$ cat config.mk
export PLATFORM = sky130hd
export DESIGN_NAME = positional_list_engine
export DESIGN_NICKNAME = d
export VERILOG_FILES = /design/src/sv/ple_pkg.sv /design/src/sv/ple_cell.sv /design/src/sv/positional_list_engine.sv
export SDC_FILE = /design/constraint.sdc
export NUM_CORES = 1
export LEC_CHECK = 0
export ABC_AREA = 0
export BUFFER_PORTS_ARGS = -buffer_cell sky130_fd_sc_hd__buf_4
export CAP_MARGIN = 20
export CORE_MARGIN = 1.5
export CORE_UTILIZATION = 28
export DETAILED_ROUTE_END_ITERATION = 12
export GPL_TIMING_DRIVEN = 0
export PLACE_DENSITY = 0.41
export SLEW_MARGIN = 10
export SYNTH_ARGS = -nofsm -noshare
export SYNTH_HDL_FRONTEND = slang
export SYNTH_SLANG_ARGS = --single-unit
$ cat constraint.sdc
create_clock -name clk -period 8.95 [get_ports clk]
set_clock_uncertainty 0.05 [all_clocks]
set_input_delay 1.79 -clock clk [delete_from_list [all_inputs] [get_ports clk]]
set_output_delay 1.79 -clock clk [all_outputs]
set_load 0.01 [all_outputs]
$ cat src/sv/ple_pkg.sv
// Shared types and codes for the positional list engine.
// Depends on nothing; used by ple_cell and positional_list_engine.
`timescale 1ns / 1ps
`default_nettype none

package ple_pkg;

  // item command codes
  localparam logic CMD_INSERT = 1'b0;
  localparam logic CMD_DELETE = 1'b1;

  // result status codes
  localparam logic [1:0] STATUS_OK    = 2'd0;
  localparam logic [1:0] STATUS_RANGE = 2'd1;
  localparam logic [1:0] STATUS_FULL  = 2'd2;

  // fixed field widths
  localparam int POS_W = 5;
  localparam int VAL_W = 32;
  localparam int LEN_W = 5;

  typedef logic signed [VAL_W-1:0] value_t;
  typedef logic [POS_W-1:0]        pos_t;

  // shift control broadcast to every cell
  typedef struct packed {
    logic ins_en;
    logic del_en;
    pos_t pos;
  } cell_ctrl_t;

endpackage

`default_nettype wire

$ cat src/sv/ple_cell.sv
// One list slot: holds a single entry and shifts with its neighbors.
// Depends on ple_pkg for the value type and the shift control struct.
`timescale 1ns / 1ps
`default_nettype none

module ple_cell #(
  parameter int INDEX = 0
) (
  input  wire                       clk,
  input  wire ple_pkg::cell_ctrl_t  ctrl,
  input  wire ple_pkg::value_t      new_value,
  input  wire ple_pkg::value_t      prev_value,
  input  wire ple_pkg::value_t      next_value,
  output ple_pkg::value_t           value,
  output ple_pkg::value_t           hit_value
);

  // 1-based position of this slot
  localparam logic [31:0] SLOT = 32'(INDEX + 1);

  ple_pkg::value_t entry_r;
  ple_pkg::value_t entry_nxt;
  logic [31:0]     pos_ext;
  logic            at_pos;
  logic            after_pos;

  assign pos_ext   = {{(32 - ple_pkg::POS_W){1'b0}}, ctrl.pos};
  assign at_pos    = (SLOT == pos_ext);
  assign after_pos = (SLOT > pos_ext);

  // insert loads here or takes the left neighbor; delete takes the right one
  always_comb begin
    entry_nxt = entry_r;
    if (ctrl.ins_en) begin
      if (at_pos) begin
        entry_nxt = new_value;
      end else if (after_pos) begin
        entry_nxt = prev_value;
      end
    end else if (ctrl.del_en) begin
      if (at_pos || after_pos) begin
        entry_nxt = next_value;
      end
    end
  end

  // entry storage, no reset
  always_ff @(posedge clk) begin
    entry_r <= entry_nxt;
  end

  assign value     = entry_r;
  // contributes to the removed-value or-reduction only at the addressed slot
  assign hit_value = at_pos ? entry_r : '0;

endmodule

`default_nettype wire

$ cat src/sv/positional_list_engine.sv
// Top level of the positional list engine: range checks, count and result register.
// Depends on ple_pkg and instantiates a row of ple_cell slots.
`timescale 1ns / 1ps
`default_nettype none

// The engine keeps an ordered list of up to CAPACITY signed 32-bit entries in
// a row of cells, one entry per cell. Every cell shifts in the same clock, so
// an insert or delete at any position never holds the engine: busy stays
// low and a new item may be started every cycle. The result (status, removed
// value and new length) appears on the out_ ports in the cycle after the item is
// taken, marked by out_valid for exactly that cycle; the receiver cannot
// stall, so it must capture every result when out_valid is high. The removed
// value is zero for inserts and for any item that fails its position check.
module positional_list_engine #(
  parameter int CAPACITY = 16
) (
  input  wire                                 clk,
  input  wire                                 rst_n,
  input  wire                                 start,
  output logic                                busy,
  input  wire                                 in_command,
  input  wire  [ple_pkg::POS_W-1:0]           in_position,
  input  wire  signed [ple_pkg::VAL_W-1:0]    in_value,
  output logic                                out_valid,
  output logic [1:0]                          out_status,
  output logic signed [ple_pkg::VAL_W-1:0]    out_removed_value,
  output logic [ple_pkg::LEN_W-1:0]           out_length
);

  localparam int CW = $clog2(CAPACITY + 1);
  localparam int VW = ((CW > ple_pkg::POS_W) ? CW : ple_pkg::POS_W) + 1;

  logic [CW-1:0]          count_r;
  logic [CW-1:0]          count_nxt;
  logic                   out_valid_r;
  logic [1:0]             out_status_r;
  logic [1:0]             status_nxt;
  ple_pkg::value_t        out_removed_value_r;
  ple_pkg::value_t        removed_nxt;
  logic [ple_pkg::LEN_W-1:0] out_length_r;

  logic                   accept;
  logic [VW-1:0]          pos_ext;
  logic [VW-1:0]          cnt_ext;
  logic [VW-1:0]          cnt_nxt_ext;
  logic                   is_full;
  ple_pkg::cell_ctrl_t    ctrl;
  ple_pkg::value_t        cell_q   [CAPACITY];
  ple_pkg::value_t        cell_hit [CAPACITY];
  ple_pkg::value_t        hit_or;

  // every cell shifts at once: never busy
  assign busy   = 1'b0;
  assign accept = start && !busy;

  assign pos_ext = VW'(in_position);
  assign cnt_ext = VW'(count_r);
  assign is_full = (cnt_ext == VW'(CAPACITY));

  // position checks and status
  always_comb begin
    status_nxt = ple_pkg::STATUS_OK;
    if (in_command == ple_pkg::CMD_INSERT) begin
      if (pos_ext == '0 || pos_ext > cnt_ext + VW'(1)) begin
        status_nxt = ple_pkg::STATUS_RANGE;
      end else if (is_full) begin
        status_nxt = ple_pkg::STATUS_FULL;
      end
    end else begin
      if (pos_ext == '0 || pos_ext > cnt_ext) begin
        status_nxt = ple_pkg::STATUS_RANGE;
      end
    end
  end

  // shift control for the cell row
  always_comb begin
    ctrl.pos    = in_position;
    ctrl.ins_en = accept && (in_command == ple_pkg::CMD_INSERT) &&
                  (status_nxt == ple_pkg::STATUS_OK);
    ctrl.del_en = accept && (in_command == ple_pkg::CMD_DELETE) &&
                  (status_nxt == ple_pkg::STATUS_OK);
  end

  // row of cells, each wired to its neighbors
  for (genvar i = 0; i < CAPACITY; i++) begin : g_cell
    ple_pkg::value_t prev_v;
    ple_pkg::value_t next_v;
    if (i == 0) begin : g_first
      assign prev_v = in_value;
    end else begin : g_mid_prev
      assign prev_v = cell_q[i-1];
    end
    if (i == CAPACITY - 1) begin : g_last
      assign next_v = cell_q[i];
    end else begin : g_mid_next
      assign next_v = cell_q[i+1];
    end
    ple_cell #(.INDEX(i)) u_cell (
      .clk        (clk),
      .ctrl       (ctrl),
      .new_value  (in_value),
      .prev_value (prev_v),
      .next_value (next_v),
      .value      (cell_q[i]),
      .hit_value  (cell_hit[i])
    );
  end

  // gather the addressed entry
  always_comb begin
    hit_or = '0;
    for (int k = 0; k < CAPACITY; k++) begin
      hit_or = hit_or | cell_hit[k];
    end
  end

  // next count and removed value
  always_comb begin
    count_nxt   = count_r;
    removed_nxt = '0;
    if (ctrl.ins_en) begin
      count_nxt = count_r + CW'(1);
    end else if (ctrl.del_en) begin
      count_nxt   = count_r - CW'(1);
      removed_nxt = hit_or;
    end
  end

  assign cnt_nxt_ext = VW'(count_nxt);

  // count and result register
  always_ff @(posedge clk) begin
    if (!rst_n) begin
      count_r     <= '0;
      out_valid_r <= 1'b0;
    end else begin
      count_r     <= count_nxt;
      out_valid_r <= accept;
    end
    if (accept) begin
      out_status_r        <= status_nxt;
      out_removed_value_r <= removed_nxt;
      out_length_r        <= cnt_nxt_ext[ple_pkg::LEN_W-1:0];
    end
  end

  assign out_valid         = out_valid_r;
  assign out_status        = out_status_r;
  assign out_removed_value = out_removed_value_r;
  assign out_length        = out_length_r;

  // every started item yields a result in the next cycle
  a_result_follows: assert property (@(posedge clk) disable iff (!rst_n)
    start |=> out_valid)
    else $error("started item produced no result");

  // the list never holds more than its capacity
  a_count_bound: assert property (@(posedge clk) disable iff (!rst_n)
    cnt_ext <= VW'(CAPACITY))
    else $error("entry count above capacity");

  // a full status only when the list really is full
  a_full_status: assert property (@(posedge clk) disable iff (!rst_n)
    (out_valid && out_status == ple_pkg::STATUS_FULL) |-> is_full)
    else $error("full status with free slots");

  // failed items never report a removed value
  a_fail_no_value: assert property (@(posedge clk) disable iff (!rst_n)
    (out_valid && out_status != ple_pkg::STATUS_OK) |-> (out_removed_value == '0))
    else $error("removed value on failed item");

endmodule

`default_nettype wire

==> key figures, run 1 <==
Setup path
  – CP Capture Type: flop
  – Worst setup SP type: primary input
  – RR Endpoint: g_cell[0].u_cell.value[16]
  – Worst R2R Start: count_r[0]
  – Logic depth of the worst register-to-register path: 14
  – Largest fanout on the critical path: 10
  – Worst path arrival time: 5740 ps
  – Setup slack, reg-to-reg: 3790 ps
  – Startpoint-to-endpoint class of the critical path: primary input to flop
  – Critical Path End: g_cell[0].u_cell.value[16]
  – Required time of the critical path: ~9300 ps
  – Launching element of the worst setup path: in_position[0]

Synth
  – Share of synthesized registers carrying an async set or reset: 0
  – Commonest cells post-synth: nand2_1 (698), edfxtp_1 (551), nor2_1 (487)
  – Area share of the largest cell type after synthesis: 0.541
  – Post-synth EDFFs: 551
  – Dominant combinational cell family by area after synthesis: simple AND/OR/NAND/NOR gates
  – Distinct cell type count of the synthesized netlist: 61
  – Most frequent cell after synthesis: nand2_1
  – Register area share after synthesis: 0.545
  – Per-instance average area after synthesis: 9.88 µm²
  – Number of synthesized register bits: 557
  – Simple-Gate Fraction of Synth Area: 0.169
  – Synthesized cell area: 0.0306 mm²
  – Share of the synthesized area in compound gates (AO/OA/AOI/OAI): 0.162
  – Cells taking the most area after synthesis: edfxtp_1 (54%), nand2_1 (8.6%), a31oi_1 (6.9%), nor2_1 (6.0%), mux2i_1 (4.2%)
  – Post-Syn Nets: 3147
  – Most used flip-flop cell after synthesis: edfxtp_1
  – Fraction of synthesized area in multiplexers: 0.0658
  – Fraction of the mapped netlist area in adder cells: 0.00491
  – Post-synth top area cell: edfxtp_1
  – Xor-xnor portion of the synthesized cell area: 0.00172
  – Synth warnings: 0
  – Synthesized instance count: 3094

Placed design
  – Number of cells after detailed placement: ~4.6k
  – Input/output buffers: 78
  – Estimated wirelength of the detail-placed design: 123 mm
  – Routability congestion estimate from global placement: 0.935

GRT
  – Met2 Resource Use GR: 0.464
  – Maximum number of pins on one net before global-route repair: 42
  – Overall global routing resource usage: 0.317
  – Met3 GRT Util: 0.0907
  – Residual overflow from global routing: 0
  – Antenna violations before repair: 7
  – Met1 demand-to-capacity share in global routing: 0.434
  – Vias in the first global route: 26.9k
  – Wire length of the first global-routing pass: 240 mm
  – Busiest grt layer: met2

Die
  – Die boundary height: approximately 330 µm
  – Die Area: 0.111 mm²
  – Starting utilization of the core area: 0.282
  – Core outline area: approximately 0.11 mm²
  – Standard-cell row count: 121
  – Horizontal extent of the die: between 300 and 400 µm
  – # IOs: 82

Drt
  – Initial drt markers: 5121
  – First-pass iteration count of the detailed router: 8
  – Number of remaining DRC errors: 0
  – Vias/cell: around 6.1
  – Detailed Route WL: 181 mm
  – Number of routed nets with antenna violations: 0
  – Vias post-DR: 29.4k
  – Routed wirelength normalized by instance count: between 30 and 40 µm

Power
  – Ratio of total power to cell area: a little under 200 mW/mm²
  – Leakage power: roughly 12 nW
  – Highest ir drop seen on vdd: about 0.12 mV

STA
  – Setup total negative slack: 0 ps
  – Setup repair after global routing missed its margin: no
  – Count of endpoints failing setup in the final report: 0
  – Max Freq: 184 MHz
  – Final-report hold violation count: 0
  – Final Max Tran Viols: 0
  – Minimum period implied by the final worst setup slack: 5440 ps
  – Slew margin rel.: 0.134
  – Final worst path period share: 0.608
  – Slew at the pin closest to its max-slew limit: 1290 ps

Layout
  – End-of-flow core utilization: 0.333
  – Number of nets in the final layout: 3354
  – Share of cells above drive strength 1: 0.157
  – Filler cell count in the final layout: 11.2k
  – P&R area growth vs syn: 18.4%
  – Count of placed standard cells in the final layout, fillers left out: 4775

Status
  – Result of the run: finished, final reports clean

Clocking
  – Clock tree root driver cell: clkbuf_16
  – CTS Sinks: 557
  – CTS resizes: 0
  – CTS HTree Levels: 3
  – Hold bufs inserted after CTS: 0
  – CTS Buf Count: 74
  – Clock buffer depth: 3
  – Clock insertion delay at the later pin of the skew report: approximately 660 ps
  – Clock transition at the register clock pins on the worst setup and hold paths after CTS: 50 ps
  – Post CTS Setup Buffer Count: 0
  – CTS tree: built

Job
  – Max-Cap Viols: 0

Hold path
  – Class of the most critical hold timing path: flop to flop
==> worst min path at each step <==
| stage | slack (ps) | depth (start not counted) | from | end |
|---|---|---|---|---|
| after floorplan | 450 | 2 | count_r[3] | count_r[3] |
| after global placement | 510 | 2 | count_r[3] | count_r[3] |
| after detailed placement | 520 | 2 | count_r[3] | count_r[3] |
| after CTS | 530 | 2 | count_r[3] | count_r[3] |
| after global routing | 560 | 2 | count_r[3] | count_r[3] |
| final | 510 | 2 | count_r[3] | count_r[3] |
==> layer usage <==
layer | share of wire | wire length (µm) | up-vias
met2 | 0.42 | 76800 | 2340
li1 | - | - | 11800
met5 | 0.000088 | 16 | -
met1 | 0.41 | 73700 | 14700
met3 | 0.12 | 22300 | 431
met4 | 0.048 | 8650 | 4
==> critical path: stages <==
cell and delay (ps):
buf_4 110, buf_6 170, inv_1 120, ha_1 330, nand2b_1 140, o21ai_0 160
a31oi_1 120, nor2_1 490, o21ai_2 390, buf_2 390, nor4_2 650, buf_4 320
buf_6 160, buf_4 190, buf_4 190
==> sequential cells by signal (all words and copies together), names as in the netlist <==
signal and cells:
out_valid 1, out_removed_value 32, out_length 5, count_r 5, g_cell.u_cell.value 512, out_status 2
==> per-stage QoR <==
step                cell area (µm²)  hold slack, ps  power (W)  setup slack, ps
floorplan                     30600             450    0.00370             2000
global placement              32900             506    0.00422            -4480
detailed placement            34000             523    0.00426             2920
CTS                           36200             527    0.00712             3610
global route                  36200             563    0.00728             3300
finish                        36200             513    0.00716             3510
==> power by group <==
part	switching, W	leakage, nW	internal [W]
combinational	0.000794	6.22	0.000322
sequential	0.0000978	5.09	0.00304
clock	0.00128	1.07	0.00163
==> cell usage in the layout, fill, tap and decap left out, types with 7 or more instances in the layout <==
master | netlist | routed
a221oi_1 | 32 | 32
nand2_1 | 698 | 698
inv_1 | 9 | 9
clkinv_2 | 0 | 8
edfxtp_1 | 551 | 551
nor2_1 | 487 | 483
clkbuf_1 | 97 | 107
nor3_1 | 14 | 13
mux2_2 | 64 | 64
a222oi_1 | 21 | 21
a22o_1 | 32 | 32
buf_16 | 0 | 11
diode_2 | 0 | 7
nand4_1 | 28 | 28
a31oi_1 | 336 | 336
nand3_1 | 7 | 7
ha_1 | 12 | 12
clkinv_1 | 0 | 13
buf_2 | 129 | 131
a22oi_1 | 150 | 150
mux2i_1 | 129 | 129
a21oi_1 | 141 | 138
and3_1 | 12 | 12
buf_6 | 23 | 32
nor2_4 | 9 | 14
buf_4 | 30 | 118
clkbuf_16 | 0 | 77
buf_8 | 0 | 18
clkbuf_2 | 0 | 14
==> area by class of cell <==
class	instances	area (µm²)	share of cell area
plain buffers	281	1520	0.0420
flip-flops and latches	557	16700	0.461
clock buffers	101	2020	0.0557
multi-input cells	2247	12500	0.346
clock inverters	28	191	0.00529
diodes	7	17.5	0.000484
inverters	9	33.8	0.000934
well taps	1414	1770	0.0489
repair buffers	131	1440	0.0397
==> cell families after synthesis <==
kind of cell / Yosys count
flops: 557
xor+xnor: 6
buf+inv: 290
mux: 193
compound gates: 743
simple gates: 1292
other cells: 1
fa+ha+maj: 12
Note: power is estimated with default switching activity, not from simulation.
==> inputs of run 2 (changes only) <==
--- a/config.mk
+++ b/config.mk
@@ -12,7 +12,7 @@
 export CORE_UTILIZATION = 28
 export DETAILED_ROUTE_END_ITERATION = 12
 export GPL_TIMING_DRIVEN = 0
-export PLACE_DENSITY = 0.41
+export PLACE_DENSITY = 0.43
 export SLEW_MARGIN = 10
 export SYNTH_ARGS = -nofsm -noshare
 export SYNTH_HDL_FRONTEND = slang
==> constraint.sdc (replaced) <==
create_clock -name clk -period 4.8 [get_ports clk]
set_clock_uncertainty 0.05 [all_clocks]
set_input_delay 0.96 -clock clk [delete_from_list [all_inputs] [get_ports clk]]
set_output_delay 0.96 -clock clk [all_outputs]
set_load 0.01 [all_outputs]
==> run 2 against run 1 <==
Compared with the run above: clock-buffer cell count is 5 lower; via count about the same; die area is the same; cell count decreased by 0.13%; power is 88% higher; sequential power grew 86%; largest power group unchanged; final area up 0.13%; first-iteration DRC count decreased by 3.0%.
==> key figures, run 2 (same netlist as run 1, synthesis figures left out) <==
Setup path
  – Setup slack, reg-to-reg: 370 ps (was 3790 ps)
  – Kind of cell with the highest combined delay on the critical path: compound AO/OA/AOI/OAI gates (was buffers and inverters)
  – Logic depth of the worst register-to-register path: 12 (was 14)
  – Critical Path Most Common Cell: ha_1 (was buf_4)
  – Worst path depth: 12 (was 15)
  – Worst-path cell chain: ha_1, nand3_1, xnor2_1, ha_1, and3_1, o21ai_1, a32oi_1, a21oi_1, o21ai_4, a311oi_4, buf_8, buf_6 (was buf_4, buf_6, inv_1, ha_1, nand2b_1, o21ai_0, a31oi_1, nor2_1, o21ai_2, buf_2, nor4_2, buf_4, buf_6, buf_4, buf_4)
  – Required time of the critical path: 5090 ps (was 9250 ps)
  – Worst path arrival time: 4720 ps (was 5740 ps)
  – Worst setup SP type: flop (was primary input)
  – Critical Path Slowest Stage Cell: a311oi_4 (was nor4_2)
  – Startpoint-to-endpoint class of the critical path: flop to flop (was primary input to flop)
  – Worst R2R Start: count_r[0] (unchanged)
  – Number of buffers and inverters on the critical path: 2 (was 8)
  – RR Endpoint: g_cell[13].u_cell.value[19] (was g_cell[0].u_cell.value[16])
  – Critical Path End: g_cell[13].u_cell.value[19] (was g_cell[0].u_cell.value[16])
  – Launching element of the worst setup path: count_r[0] (was in_position[0])
  – Slowest stage delay, CP: 990 ps (was 650 ps)
  – CP Capture Type: flop (unchanged)
  – Largest fanout on the critical path: 9 (was 10)

GRT
  – Antenna violations before repair: 11 (was 7)
  – Residual overflow from global routing: 0 (unchanged)
  – Wire length of the first global-routing pass: 237 mm (was 240 mm)
  – Vias in the first global route: 27.4k (was 26.9k)
  – Maximum number of pins on one net before global-route repair: 42 (unchanged)
  – Overall global routing resource usage: 0.311 (was 0.317)

Drt
  – First-pass iteration count of the detailed router: 6 (was 8)
  – Initial drt markers: 4967 (was 5121)
  – Vias post-DR: 29.4k (about the same)
  – Number of remaining DRC errors: 0 (unchanged)
  – Vias/cell: 6.15 (about the same)
  – Detailed Route WL: 177 mm (was 181 mm)
  – Routed wirelength normalized by instance count: 37.2 µm (was 38.0 µm)
  – Number of routed nets with antenna violations: 0 (unchanged)

Power
  – Ratio of total power to cell area: 372 mW/mm² (was 198 mW/mm²)
  – Highest ir drop seen on vdd: 0.217 mV (was 0.125 mV)
  – Leakage power: 12.4 nW (about the same)

Clocking
  – Clock tree root driver cell: clkbuf_16 (unchanged)
  – Clock transition at the register clock pins on the worst setup and hold paths after CTS: 60 ps (was 50 ps)
  – Clock buffer depth: 3 (unchanged)
  – CTS HTree Levels: 3 (unchanged)
  – CTS Buf Count: 73 (was 74)
  – CTS Sinks: 557 (unchanged)
  – CTS tree: built (unchanged)
  – Clock insertion delay at the later pin of the skew report: 660 ps (about the same)

Die
  – Standard-cell row count: 121 (unchanged)
  – Die boundary height: 333 µm (unchanged)
  – Starting utilization of the core area: 0.282 (unchanged)
  – Core outline area: 0.109 mm² (unchanged)
  – # IOs: 82 (unchanged)
  – Die Area: 0.111 mm² (unchanged)
  – Horizontal extent of the die: 333 µm (unchanged)

Layout
  – Final standard cell area without fillers: 0.0362 mm² (about the same)
  – Share of cells above drive strength 1: 0.158 (was 0.157)
  – Number of nets in the final layout: 3344 (was 3354)
  – Leading cell types in the layout, fill and taps excluded: nand2_1 (698), edfxtp_1 (551), nor2_1 (483), a31oi_1 (336), a22oi_1 (150) (unchanged)
  – Count of placed standard cells in the final layout, fillers left out: 4769 (was 4775)
  – Flip-flop count of the largest register, all copies and words added: 512 (unchanged)
  – P&R area growth vs syn: 18.6% (was 18.4%)
  – Most common cell after layout, fill and taps aside: nand2_1 (unchanged)

STA
  – Slew margin rel.: 0.181 (was 0.134)
  – Count of endpoints failing setup in the final report: 0 (unchanged)
  – Setup repair after global routing missed its margin: no (unchanged)
  – Final Max Tran Viols: 0 (unchanged)
  – Slew at the pin closest to its max-slew limit: 1230 ps (was 1290 ps)
  – Final worst path period share: 0.923
  – Final-report hold violation count: 0 (unchanged)
  – Minimum period implied by the final worst setup slack: about 4400 ps
  – Setup total negative slack: 0 ps (unchanged)
  – Max Freq: 226 MHz
  – Hold Worst Slack: 519 ps (was 513 ps)

Placed design
  – DP Area: 0.0339 mm² (was 0.0340 mm²)
  – Input/output buffers: 78 (unchanged)
  – Estimated wirelength of the detail-placed design: 120 mm (was 123 mm)
  – Number of cells after detailed placement: 4629 (was 4639)
  – Routability congestion estimate from global placement: 0.954 (was 0.935)

Job
  – Max-Cap Viols: 0 (unchanged)

Hold path
  – Class of the most critical hold timing path: flop to flop (unchanged)

Status
  – Result of the run: finished, final reports clean (unchanged)
==> run 2: worst min-delay path by stage <==
stage	startpoint	to	slack [ps]	depth (start not counted)
2_1_floorplan	count_r[3]	count_r[3]	450	2
3_3_place_gp	count_r[3]	count_r[3]	510	2
3_5_place_dp	count_r[3]	count_r[3]	520	2
4_1_cts	count_r[3]	count_r[3]	530	2
5_1_grt	count_r[3]	count_r[3]	560	2
6_report	count_r[3]	count_r[3]	520	2
==> run 2: area by class of cell <==
class | count | area [µm²]
clock inverters | 36 | 338
multi-input cells | 2247 | 12600
clock buffers | 96 | 1960
fillers | 11100 | 72300
inverters | 9 | 33.8
plain buffers | 280 | 1520
flip-flops and latches | 557 | 16700
diodes | 7 | 17.5
well taps | 1414 | 1770
repair buffers | 123 | 1380
==> run 2: worst register-to-register path, delay by kind of cell (launching register included) <==
family	cells	cell delay [ps]
AND/OR/NAND/NOR	2	310
AO/OA/AOI/OAI	5	2000
flip-flops	1	480
XOR/XNOR	1	260
buffers and inverters	2	470
adder cells (fa/ha/maj)	2	580
==> run 2: routing by layer <==
layer  GRT usage  vias to the layer above  wire length (µm)
li1            -                    11800                 -
met1       0.411                    14600             69800
met2       0.450                     2397             73500
met3       0.102                      561             22900
met4       0.159                       10             10900
met5     0.00304                        -               136
==> run 2: through the flow <==
stage | setup slack (ps) | utilization | total power [W]
6_report | 371 | 0.334 | 0.0135
5_1_grt | 112 | 0.334 | 0.0138
4_1_cts | 62.6 | 0.333 | 0.0134
3_5_place_dp | -34.9 | 0.312 | 0.00791
3_3_place_gp | -5480 | 0.303 | 0.00784
2_1_floorplan | -598 | - | 0.00691
==> run 2: what timing repair did <==
action / CTS / global route
endpoints found under the setup margin: 0 / 177
hold buffers: 0 / 0
setup buffers: 0 / 0
gates resized for setup: 0 / 2
==> run 2: where the power goes <==
part	internal [W]	switching (W)
Combinational	0.000597	0.00146
Sequential	0.00567	0.000183
Clock	0.00319	0.00238
